`src/hw/rtl/llpa_pkg.sv`:
```
package llpa_pkg;

  localparam int unsigned LOAD_W    = 24;
  localparam int unsigned TIME_W    = 16;
  localparam int unsigned ENG_W     = 3;
  localparam int unsigned CNT_W     = 4;
  localparam int unsigned RECIP_W   = 17;
  localparam int unsigned PROD_W    = TIME_W + RECIP_W;
  localparam int unsigned APB_AW    = 3;
  localparam int unsigned APB_DW    = 32;

  localparam logic [LOAD_W-1:0] LOAD_MAX = {LOAD_W{1'b1}};

  localparam logic FUNC_ASSIGN = 1'b0;
  localparam logic FUNC_CLEAR  = 1'b1;

  localparam logic REG_ENGINE_COUNT = 1'b0;
  localparam logic REG_SPLIT_ENABLE = 1'b1;

  typedef struct packed {
    logic clear;
    logic scan_init;
    logic scan_step;
    logic div_mul;
    logic div_fix;
    logic add_all;
    logic add_best;
    logic out_load;
  } cmd_t;

  typedef struct packed {
    logic is_clear;
    logic is_split;
    logic scan_last;
  } status_t;

  // floor(2^16 / n) for n in 1..16
  function automatic logic [RECIP_W-1:0] recip(input logic [4:0] n);
    logic [RECIP_W-1:0] r;
    case (n)
      5'd1:    r = 17'd65536;
      5'd2:    r = 17'd32768;
      5'd3:    r = 17'd21845;
      5'd4:    r = 17'd16384;
      5'd5:    r = 17'd13107;
      5'd6:    r = 17'd10922;
      5'd7:    r = 17'd9362;
      5'd8:    r = 17'd8192;
      5'd9:    r = 17'd7281;
      5'd10:   r = 17'd6553;
      5'd11:   r = 17'd5957;
      5'd12:   r = 17'd5461;
      5'd13:   r = 17'd5041;
      5'd14:   r = 17'd4681;
      5'd15:   r = 17'd4369;
      5'd16:   r = 17'd4096;
      default: r = 17'd65536;
    endcase
    return r;
  endfunction

  function automatic logic [LOAD_W-1:0] sat_add(input logic [LOAD_W-1:0] a,
                                                input logic [TIME_W-1:0] b);
    logic [LOAD_W:0] s;
    s = {1'b0, a} + (LOAD_W+1)'(b);
    return s[LOAD_W] ? LOAD_MAX : s[LOAD_W-1:0];
  endfunction

endpackage

```
`src/hw/rtl/llpa_in_if.sv`:
```
interface llpa_in_if;
  logic                        valid;
  logic                        ready;
  logic                        func;
  logic [llpa_pkg::TIME_W-1:0] pass_time;
  logic                        split_capable;

  modport source (output valid, func, pass_time, split_capable, input ready);
  modport sink   (input valid, func, pass_time, split_capable, output ready);
endinterface

```
`src/hw/rtl/llpa_out_if.sv`:
```
interface llpa_out_if;
  logic                       valid;
  logic                       ready;
  logic [llpa_pkg::ENG_W-1:0] assigned_engine;
  logic                       split_used;

  modport source (output valid, assigned_engine, split_used, input ready);
  modport sink   (input valid, assigned_engine, split_used, output ready);
endinterface

```
`src/hw/rtl/llpa_cfg_regs.sv`:
```
module llpa_cfg_regs (
  input  logic                        clk_i,
  input  logic                        rst_ni,
  input  logic                        psel,
  input  logic                        penable,
  input  logic                        pwrite,
  input  logic [llpa_pkg::APB_AW-1:0] paddr,
  input  logic [llpa_pkg::APB_DW-1:0] pwdata,
  output logic [llpa_pkg::APB_DW-1:0] prdata,
  output logic                        pready,
  output logic [llpa_pkg::CNT_W-1:0]  engine_count_o,
  output logic                        split_enable_o
);

  logic [llpa_pkg::CNT_W-1:0] engine_count_q;
  logic                       split_enable_q;
  logic                       wr_en;
  logic                       reg_idx;

  assign pready  = 1'b1;
  assign reg_idx = paddr[2];
  assign wr_en   = psel & penable & pwrite & pready;

  always_ff @(posedge clk_i or negedge rst_ni) begin
    if (!rst_ni) begin
      engine_count_q <= llpa_pkg::CNT_W'(1);
      split_enable_q <= 1'b0;
    end else if (wr_en) begin
      if (reg_idx == llpa_pkg::REG_ENGINE_COUNT) begin
        engine_count_q <= pwdata[llpa_pkg::CNT_W-1:0];
      end else begin
        split_enable_q <= pwdata[0];
      end
    end
  end

  always_comb begin
    if (reg_idx == llpa_pkg::REG_SPLIT_ENABLE) begin
      prdata = llpa_pkg::APB_DW'(split_enable_q);
    end else begin
      prdata = llpa_pkg::APB_DW'(engine_count_q);
    end
  end

  assign engine_count_o = engine_count_q;
  assign split_enable_o = split_enable_q;

endmodule

```
`src/hw/rtl/llpa_ctrl.sv`:
```
module llpa_ctrl (
  input  logic              clk_i,
  input  logic              rst_ni,
  input  logic              in_valid_i,
  output logic              in_ready_o,
  output logic              out_valid_o,
  input  logic              out_ready_i,
  input  llpa_pkg::status_t status_i,
  output llpa_pkg::cmd_t    cmd_o
);

  localparam logic [2:0] S_IDLE   = 3'd0;
  localparam logic [2:0] S_DISP   = 3'd1;
  localparam logic [2:0] S_DIV    = 3'd2;
  localparam logic [2:0] S_ADDALL = 3'd3;
  localparam logic [2:0] S_SCAN   = 3'd4;
  localparam logic [2:0] S_ADD    = 3'd5;
  localparam logic [2:0] S_DONE   = 3'd6;

  logic [2:0] state_q, state_d;
  logic       out_valid_q, out_valid_d;

  always_comb begin
    state_d     = state_q;
    cmd_o       = '0;
    out_valid_d = out_valid_q & ~out_ready_i;
    case (state_q)
      S_IDLE: begin
        if (in_valid_i) begin
          state_d = S_DISP;
        end
      end
      S_DISP: begin
        if (status_i.is_clear) begin
          cmd_o.clear = 1'b1;
          state_d     = S_DONE;
        end else if (status_i.is_split) begin
          cmd_o.div_mul = 1'b1;
          state_d       = S_DIV;
        end else begin
          cmd_o.scan_init = 1'b1;
          state_d         = S_SCAN;
        end
      end
      S_DIV: begin
        cmd_o.div_fix = 1'b1;
        state_d       = S_ADDALL;
      end
      S_ADDALL: begin
        cmd_o.add_all = 1'b1;
        state_d       = S_DONE;
      end
      S_SCAN: begin
        cmd_o.scan_step = 1'b1;
        if (status_i.scan_last) begin
          state_d = S_ADD;
        end
      end
      S_ADD: begin
        cmd_o.add_best = 1'b1;
        state_d        = S_DONE;
      end
      S_DONE: begin
        if (!out_valid_q || out_ready_i) begin
          cmd_o.out_load = 1'b1;
          out_valid_d    = 1'b1;
          state_d        = S_IDLE;
        end
      end
      default: begin
        state_d = S_IDLE;
      end
    endcase
  end

  always_ff @(posedge clk_i or negedge rst_ni) begin
    if (!rst_ni) begin
      state_q     <= S_IDLE;
      out_valid_q <= 1'b0;
    end else begin
      state_q     <= state_d;
      out_valid_q <= out_valid_d;
    end
  end

  assign in_ready_o  = (state_q == S_IDLE);
  assign out_valid_o = out_valid_q;

endmodule

```
`src/hw/rtl/llpa_datapath.sv`:
```
module llpa_datapath #(
  parameter int unsigned MAX_ENGINES = 8
) (
  input  logic                        clk_i,
  input  logic                        rst_ni,
  input  logic                        in_load_i,
  input  logic                        func_i,
  input  logic [llpa_pkg::TIME_W-1:0] pass_time_i,
  input  logic                        split_capable_i,
  input  logic [llpa_pkg::CNT_W-1:0]  engine_count_i,
  input  logic                        split_enable_i,
  input  llpa_pkg::cmd_t              cmd_i,
  output llpa_pkg::status_t           status_o,
  output logic [llpa_pkg::ENG_W-1:0]  assigned_engine_o,
  output logic                        split_used_o
);

  localparam int unsigned IDX_W = $clog2(MAX_ENGINES);
  localparam int unsigned NUM_W = $clog2(MAX_ENGINES + 1);
  localparam logic [4:0]  MAX5  = 5'(MAX_ENGINES);

  localparam int unsigned LW = llpa_pkg::LOAD_W;
  localparam int unsigned TW = llpa_pkg::TIME_W;

  logic                        func_q;
  logic [TW-1:0]               time_q;
  logic                        cap_q;

  logic [LW-1:0]               load_q [MAX_ENGINES];
  logic [NUM_W-1:0]            idx_q, idx_d;
  logic [IDX_W-1:0]            best_q, best_d;
  logic [LW-1:0]               best_load_q, best_load_d;
  logic [llpa_pkg::PROD_W-1:0] prod_q;
  logic [TW-1:0]               share_q;
  logic [llpa_pkg::ENG_W-1:0]  res_engine_q, out_engine_q;
  logic                        res_split_q, out_split_q;

  logic [4:0]                  cnt5, n5;
  logic [NUM_W-1:0]            n_w;
  logic [NUM_W:0]              idx_nx;
  logic [LW-1:0]               cand;
  logic [TW-1:0]               q0;
  logic [TW+4:0]               q0n;
  logic [TW+4:0]               rem;

  // active engine count, clamped to 1..MAX_ENGINES
  always_comb begin
    cnt5 = 5'(engine_count_i);
    if (cnt5 == 5'd0) begin
      n5 = 5'd1;
    end else if (cnt5 > MAX5) begin
      n5 = MAX5;
    end else begin
      n5 = cnt5;
    end
  end
  assign n_w = n5[NUM_W-1:0];

  assign idx_nx = (NUM_W+1)'(idx_q) + (NUM_W+1)'(1);
  assign cand   = load_q[idx_q[IDX_W-1:0]];

  assign status_o.is_clear  = (func_q == llpa_pkg::FUNC_CLEAR);
  assign status_o.is_split  = cap_q & split_enable_i & (n5 > 5'd1);
  assign status_o.scan_last = (idx_nx >= {1'b0, n_w});

  always_ff @(posedge clk_i) begin
    if (in_load_i) begin
      func_q <= func_i;
      time_q <= pass_time_i;
      cap_q  <= split_capable_i;
    end
  end

  // truncating divide by reciprocal, one correction step
  assign q0  = prod_q[2*TW-1:TW];
  assign q0n = (TW+5)'(q0) * (TW+5)'(n5);
  assign rem = (TW+5)'(time_q) - q0n;

  always_ff @(posedge clk_i) begin
    if (cmd_i.div_mul) begin
      prod_q <= llpa_pkg::PROD_W'(time_q) * llpa_pkg::PROD_W'(llpa_pkg::recip(n5));
    end
    if (cmd_i.div_fix) begin
      share_q <= (rem >= (TW+5)'(n5)) ? q0 + TW'(1) : q0;
    end
  end

  always_comb begin
    idx_d       = idx_q;
    best_d      = best_q;
    best_load_d = best_load_q;
    if (cmd_i.scan_init) begin
      idx_d       = NUM_W'(1);
      best_d      = '0;
      best_load_d = load_q[0];
    end else if (cmd_i.scan_step && (idx_q < n_w)) begin
      if (cand < best_load_q) begin
        best_load_d = cand;
        best_d      = idx_q[IDX_W-1:0];
      end
      idx_d = idx_nx[NUM_W-1:0];
    end
  end

  always_ff @(posedge clk_i) begin
    idx_q       <= idx_d;
    best_q      <= best_d;
    best_load_q <= best_load_d;
  end

  always_ff @(posedge clk_i or negedge rst_ni) begin
    if (!rst_ni) begin
      for (int i = 0; i < MAX_ENGINES; i++) begin
        load_q[i] <= '0;
      end
    end else if (cmd_i.clear) begin
      for (int i = 0; i < MAX_ENGINES; i++) begin
        load_q[i] <= '0;
      end
    end else if (cmd_i.add_all) begin
      for (int i = 0; i < MAX_ENGINES; i++) begin
        if (NUM_W'(i) < n_w) begin
          load_q[i] <= llpa_pkg::sat_add(load_q[i], share_q);
        end
      end
    end else if (cmd_i.add_best) begin
      load_q[best_q] <= llpa_pkg::sat_add(load_q[best_q], time_q);
    end
  end

  always_ff @(posedge clk_i) begin
    if (cmd_i.clear) begin
      res_engine_q <= '0;
      res_split_q  <= 1'b0;
    end else if (cmd_i.add_all) begin
      res_engine_q <= '0;
      res_split_q  <= 1'b1;
    end else if (cmd_i.add_best) begin
      res_engine_q <= llpa_pkg::ENG_W'(best_q);
      res_split_q  <= 1'b0;
    end
    if (cmd_i.out_load) begin
      out_engine_q <= res_engine_q;
      out_split_q  <= res_split_q;
    end
  end

  assign assigned_engine_o = out_engine_q;
  assign split_used_o      = out_split_q;

endmodule

```
`src/hw/rtl/least_loaded_pass_assigner_top.sv`:
```
// Least-loaded pass assigner: one request at a time, one response per request.
// Clear requests zero the loads; split requests take a reciprocal multiply, a
// correction and a parallel add over the active engines; normal requests run
// an argmin that scans one stored load per cycle, then add to the winner.
// An untaken response holds the next.
// Reset clears all engine loads and sets engine_count to 1, split_enable to 0.
module least_loaded_pass_assigner_top #(
  parameter int unsigned MAX_ENGINES = 8
) (
  input  logic                        clk_i,
  input  logic                        rst_ni,
  llpa_in_if.sink                     req_i,
  llpa_out_if.source                  rsp_o,
  input  logic                        psel,
  input  logic                        penable,
  input  logic                        pwrite,
  input  logic [llpa_pkg::APB_AW-1:0] paddr,
  input  logic [llpa_pkg::APB_DW-1:0] pwdata,
  output logic [llpa_pkg::APB_DW-1:0] prdata,
  output logic                        pready
);

  logic [llpa_pkg::CNT_W-1:0] engine_count;
  logic                       split_enable;
  llpa_pkg::cmd_t             cmd;
  llpa_pkg::status_t          status;
  logic                       in_ready;

  assign req_i.ready = in_ready;

  llpa_cfg_regs u_cfg (
    .clk_i          (clk_i),
    .rst_ni         (rst_ni),
    .psel           (psel),
    .penable        (penable),
    .pwrite         (pwrite),
    .paddr          (paddr),
    .pwdata         (pwdata),
    .prdata         (prdata),
    .pready         (pready),
    .engine_count_o (engine_count),
    .split_enable_o (split_enable)
  );

  llpa_ctrl u_ctrl (
    .clk_i       (clk_i),
    .rst_ni      (rst_ni),
    .in_valid_i  (req_i.valid),
    .in_ready_o  (in_ready),
    .out_valid_o (rsp_o.valid),
    .out_ready_i (rsp_o.ready),
    .status_i    (status),
    .cmd_o       (cmd)
  );

  llpa_datapath #(
    .MAX_ENGINES (MAX_ENGINES)
  ) u_dp (
    .clk_i             (clk_i),
    .rst_ni            (rst_ni),
    .in_load_i         (req_i.valid & in_ready),
    .func_i            (req_i.func),
    .pass_time_i       (req_i.pass_time),
    .split_capable_i   (req_i.split_capable),
    .engine_count_i    (engine_count),
    .split_enable_i    (split_enable),
    .cmd_i             (cmd),
    .status_o          (status),
    .assigned_engine_o (rsp_o.assigned_engine),
    .split_used_o      (rsp_o.split_used)
  );

endmodule

```
`src/flat_wrapper.sv`:
```
// flat-port wrapper written by rule: the top's interface ports become plain ports
module least_loaded_pass_assigner_top_flat 
#(
  parameter int unsigned MAX_ENGINES = 8
)
  (clk_i, rst_ni, psel, penable, pwrite, paddr, pwdata, prdata, pready, req_i_valid, req_i_func, req_i_pass_time, req_i_split_capable, req_i_ready, rsp_o_valid, rsp_o_assigned_engine, rsp_o_split_used, rsp_o_ready);
  llpa_in_if req_i_i ();
  llpa_out_if rsp_o_i ();
  input  logic clk_i;
  input  logic rst_ni;
  input  logic psel;
  input  logic penable;
  input  logic pwrite;
  input  logic [llpa_pkg::APB_AW-1:0] paddr;
  input  logic [llpa_pkg::APB_DW-1:0] pwdata;
  output logic [llpa_pkg::APB_DW-1:0] prdata;
  output logic pready;
  input wire logic [$bits(req_i_i.valid)-1:0] req_i_valid;
  input wire logic [$bits(req_i_i.func)-1:0] req_i_func;
  input wire logic [$bits(req_i_i.pass_time)-1:0] req_i_pass_time;
  input wire logic [$bits(req_i_i.split_capable)-1:0] req_i_split_capable;
  output wire logic [$bits(req_i_i.ready)-1:0] req_i_ready;
  output wire logic [$bits(rsp_o_i.valid)-1:0] rsp_o_valid;
  output wire logic [$bits(rsp_o_i.assigned_engine)-1:0] rsp_o_assigned_engine;
  output wire logic [$bits(rsp_o_i.split_used)-1:0] rsp_o_split_used;
  input wire logic [$bits(rsp_o_i.ready)-1:0] rsp_o_ready;
  assign req_i_i.valid = req_i_valid;
  assign req_i_i.func = req_i_func;
  assign req_i_i.pass_time = req_i_pass_time;
  assign req_i_i.split_capable = req_i_split_capable;
  assign req_i_ready = req_i_i.ready;
  assign rsp_o_valid = rsp_o_i.valid;
  assign rsp_o_assigned_engine = rsp_o_i.assigned_engine;
  assign rsp_o_split_used = rsp_o_i.split_used;
  assign rsp_o_i.ready = rsp_o_ready;
  least_loaded_pass_assigner_top #(.MAX_ENGINES(MAX_ENGINES)) u_core (.clk_i(clk_i), .rst_ni(rst_ni), .req_i(req_i_i), .rsp_o(rsp_o_i), .psel(psel), .penable(penable), .pwrite(pwrite), .paddr(paddr), .pwdata(pwdata), .prdata(prdata), .pready(pready));
endmodule
```
`config.mk`:
```
export PLATFORM = sky130hd
export DESIGN_NAME = least_loaded_pass_assigner_top_flat
export DESIGN_NICKNAME = d
export VERILOG_FILES = /design/src/hw/rtl/llpa_pkg.sv /design/src/hw/rtl/llpa_in_if.sv /design/src/hw/rtl/llpa_out_if.sv /design/src/hw/rtl/llpa_cfg_regs.sv /design/src/hw/rtl/llpa_ctrl.sv /design/src/hw/rtl/llpa_datapath.sv /design/src/hw/rtl/least_loaded_pass_assigner_top.sv /design/src/flat_wrapper.sv
export SDC_FILE = /design/constraint.sdc
export NUM_CORES = 2
export LEC_CHECK = 0
export BUFFER_PORTS_ARGS = -buffer_cell sky130_fd_sc_hd__buf_2
export CORE_UTILIZATION = 45
export DETAILED_ROUTE_END_ITERATION = 12
export PLACE_DENSITY = 0.59
export SLEW_MARGIN = 30
export SYNTH_ARGS = -nofsm -noshare
export SYNTH_HDL_FRONTEND = slang
export SYNTH_SLANG_ARGS = --single-unit
```
`constraint.sdc`:
```
create_clock -name clk_i -period 12.5 [get_ports clk_i]
set_input_delay 0.625 -clock clk_i [delete_from_list [all_inputs] [get_ports clk_i]]
set_output_delay 0.625 -clock clk_i [all_outputs]
set_load 0.02 [all_outputs]
```
==> impl_results.md <==
- Fraction of registers with async set/reset: 69.31%
- H-Tree Level Count: 2
- Vias in the first global route: 31160
- Clk_lat worst skew: 0.60 ns
- WL/cell: 23.33 um
- Drt initial violations: 2949
- Top Ports: 99
- First-pass DRT Iterations: 5
- Via Count: 31560
- Fraction of synthesized area in multiplexers: 4.775%
- Area Growth Syn to Fin: 7.650%
- Tmin final: 9.946 ns
- Yosys Warn Count: 0
- Number of synthesized flops with an enable pin: 78
- Mapped Area: 35610 um2
- RSZ-0062 raised after global routing: false
- Leakage Power: 17.20 nW
- WL final: 119.4 mm
- Max stage delay on crit path: 0.83 ns
- Synth Area in Compound Gates: 20.49%
- Fillers: 7475
- HP Class: in -> reg
- Setup bufs post-CTS: 0
- Unique masters post-synth: 95
- Total GRT Usage: 29.70%
- CTS tree: done
- Clock skew: 0.04811 ns
- First-pass GRT wire length: 185.5 mm
- Layout Nets: 4690
- IO Port Bufs: 39
- Post-synth top area share: 14.45%
- Crit path top cell by count: fa_1
- Slowest-stage cell, CP: and2_1
- Setup tns final: 0 ns
- Row count: 102
- Die X-Extent: 283.3 um
- GP Congestion: 0.9581
- Post-synthesis simple-gate area fraction: 16.72%
- Sequential area share after synthesis: 21.33%
- Layout cells sized above 1: 8.364%
- Dpl hpwl: 90.47 mm
- Synth area leaders: fa_1 14%, dfrtp_1 14%, ha_1 11%
- Slew Viols, Final: 0
- Grt ovf: 0
- DRC Markers: 0
- Final Hold Fails: 0
- Finished Layout Cells: 5117
- CP Capture Type: flip-flop
- Post-synth top area cell: fa_1
- Final Cycle Share: 79.57%
- CTS Buf Count: 39
- Status: finished clean
- Slew HR: 32.55%
- Max-Cap Viols: 0
- Worst Path Class, Setup: reg -> reg
- Final antenna diode count: 0
- Commonest cells in the netlist: 431 x nand2_1, 401 x inv_1, 327 x ha_1
- Max Clk Rate: 100.5 MHz
- Clk slew on worst S/H paths: 0.06 ns
- Critical path data required time: 12.82 ns
- Placed Instances: 5043
- Die Ht: 283.3 um
- Full die area: 80260 um2
- Routed Antenna Nets: 0
- Core ar.: 77850 um2
- Yosys reg bits: 290
- Initial Util: 45.74%
- Startpoint types: flip-flop
- Cell count after synthesis: 4077
- Slew @ Worst Pin: 1.004 ns
- Main combinational cell family by area after synthesis: adder cells
- Mapped Avg Cell Area: 8.734 um2
- Clk sinks: 290
- Crit-path max FO: 22
- Post-Synth XOR/XNOR Area: 3.665%
- CTS Buffer Depth: 3
- Pwr dens: 301.4 nW/um2
- Clock Tree Root: clkbuf_16
- Pin count of the biggest net entering global routing: 105
- Main synth FF type: dfrtp_1
- Vias per Instance: 6.167
- Top-count cell post-synth: nand2_1
- Initial antenna violation count: 0
- Post-synthesis adder-cell area fraction: 25.94%
- Final setup viols: 0
- Crit path DAT: 10.27 ns
- Peak VDD IR: 0.0004744 V
placed cells by master, fill, tap and decap left out, types with 13 or more instances in the layout:
master     netlist  routed
nand2_1        431     429
inv_1          401     401
ha_1           327     327
o21ai_0        293     292
nor2_1         285     283
fa_1           257     257
a21oi_1        204     202
dfrtp_1        200     200
and2_1         128     127
a32o_1         113     113
xnor2_1         94      94
buf_4           32      89
edfxtp_1        78      78
and3_1          64      64
nand3_1         62      61
nor3_1          58      57
a22oi_1         57      57
xor2_1          55      55
a21o_1          54      54
mux4_2          52      52
nor2b_1         49      48
o21a_1          47      47
clkbuf_16        0      39
buf_2           13      38
nand2b_1        36      36
nand4_1         36      36
mux2_2          35      35
a31oi_1         36      35
a211oi_1        29      29
conb_1           2      29
or3_1           28      28
o22a_1          28      28
o31ai_1         17      16
or2_2           14      14
o211ai_1        13      13
o2111ai_1       13      13
clkbuf_1       169      13
state kept, by name, indices dropped and copies added (netlist names):
register / count
u_core.u_dp.best_load_q: 24
u_core.u_ctrl.out_valid_o: 1
u_core.u_cfg.split_enable_o: 1
u_core.u_dp.split_used_o: 1
u_core.u_dp.best_q: 3
u_core.u_dp.func_q: 1
u_core.u_cfg.engine_count_o: 4
u_core.u_ctrl.state_q: 3
u_core.u_dp.res_engine_q: 3
u_core.u_dp.prod_q: 16
u_core.u_dp.res_split_q: 1
u_core.u_dp.share_q: 16
u_core.u_dp.time_q: 16
u_core.u_dp.cap_q: 1
u_core.u_dp.assigned_engine_o: 3
u_core.u_dp.idx_q: 4
u_core.u_dp.load_q: 192
cells by family (layout without fill, tap and decap cells):
family / count (synthesis) / in the layout
simple gates: 1245 / 1245
compound gates: 1075 / 1075
buf+inv: 632 / 605
fa+ha+maj: 584 / 584
flops: 290 / 290
xor+xnor: 149 / 149
mux: 100 / 100
other cells: 2 / 29
metrics by stage:
| stage | hold WS, ns | power, mW | setup slack (ns) | utilization (%) | cell area, um2 |
|---|---|---|---|---|---|
| floorplan | 0.3294 | 7.753 | 4.268 | - | 35710 |
| global placement | 0.4167 | 10.22 | 2.457 | 47.48 | 36960 |
| detailed placement | 0.4193 | 10.30 | 2.614 | 47.54 | 37010 |
| CTS | 0.1609 | 11.52 | 2.563 | 49.17 | 38280 |
| global route | 0.2101 | 12.65 | 2.090 | 49.24 | 38330 |
| finish | 0.2255 | 11.55 | 2.554 | 49.24 | 38330 |
final cells by class:
class | instances | area (um2) | area share (%)
sequential | 290 | 7599 | 19.82
timing repair buffer | 132 | 937.1 | 2.445
inverter | 401 | 1505 | 3.927
tap | 1040 | 1301 | 3.395
clock buffer | 56 | 1080 | 2.817
multi-input combinational | 3182 | 25720 | 67.09
clock inverter | 16 | 192.7 | 0.5027
routing by layer:
metal	global-route usage (%)	up-vias	wire [um]
met5	0	-	0
met4	11.47	0	4943
met3	5.000	210	10170
met2	48.64	1295	55250
met1	39.12	15700	49010
li1	-	14350	-
final timing paths:
| path | startpoint | end | slack, ns | cells after the start |
|---|---|---|---|---|
| min | req_i_func | u_core.u_dp.func_q$_DFFE_PP_ | 0.23 | 1 |
| max reg2reg | u_core.u_cfg.engine_count_o[2]$_DFFE_PN0P_ | u_core.u_dp.prod_q[30]$_DFFE_PP_ | 2.55 | 29 |
| min in group asynchronous | rst_ni | u_core.u_dp.load_q[179]$_DFFE_PN0P_ | 0.49 | 2 |
| min reg2reg | u_core.u_dp.res_engine_q[2]$_SDFFE_PP0N_ | u_core.u_dp.assigned_engine_o[2]$_DFFE_PP_ | 0.43 | 0 |
| max | u_core.u_cfg.engine_count_o[2]$_DFFE_PN0P_ | u_core.u_dp.prod_q[30]$_DFFE_PP_ | 2.55 | 29 |
| max in group asynchronous | rst_ni | u_core.u_dp.load_q[26]$_DFFE_PN0P_ | 10.86 | 3 |
critical path: cells and delay by family (launching register included):
kind	cells	cell delay, ns
AO/OA/AOI/OAI	11	3.25
flip-flops	1	0.37
AND/OR/NAND/NOR	3	0.96
XOR/XNOR	1	0.12
adder cells (fa/ha/maj)	8	3.97
buffers and inverters	5	0.62
multiplexers	1	0.38
power breakdown:
part	internal, mW	total [mW]	switching [mW]
clock network	0.667	1.15	0.480
registers	1.46	2.08	0.612
logic	3.30	8.33	5.03
total	5.43	11.6	6.13
repair_timing:
item | 4_1_cts | 5_1_grt
hold buffers | 0 | 1
hold endpoints to repair | 0 | 23
resized for setup | 0 | 0
Power figures use the tool's default switching activity.
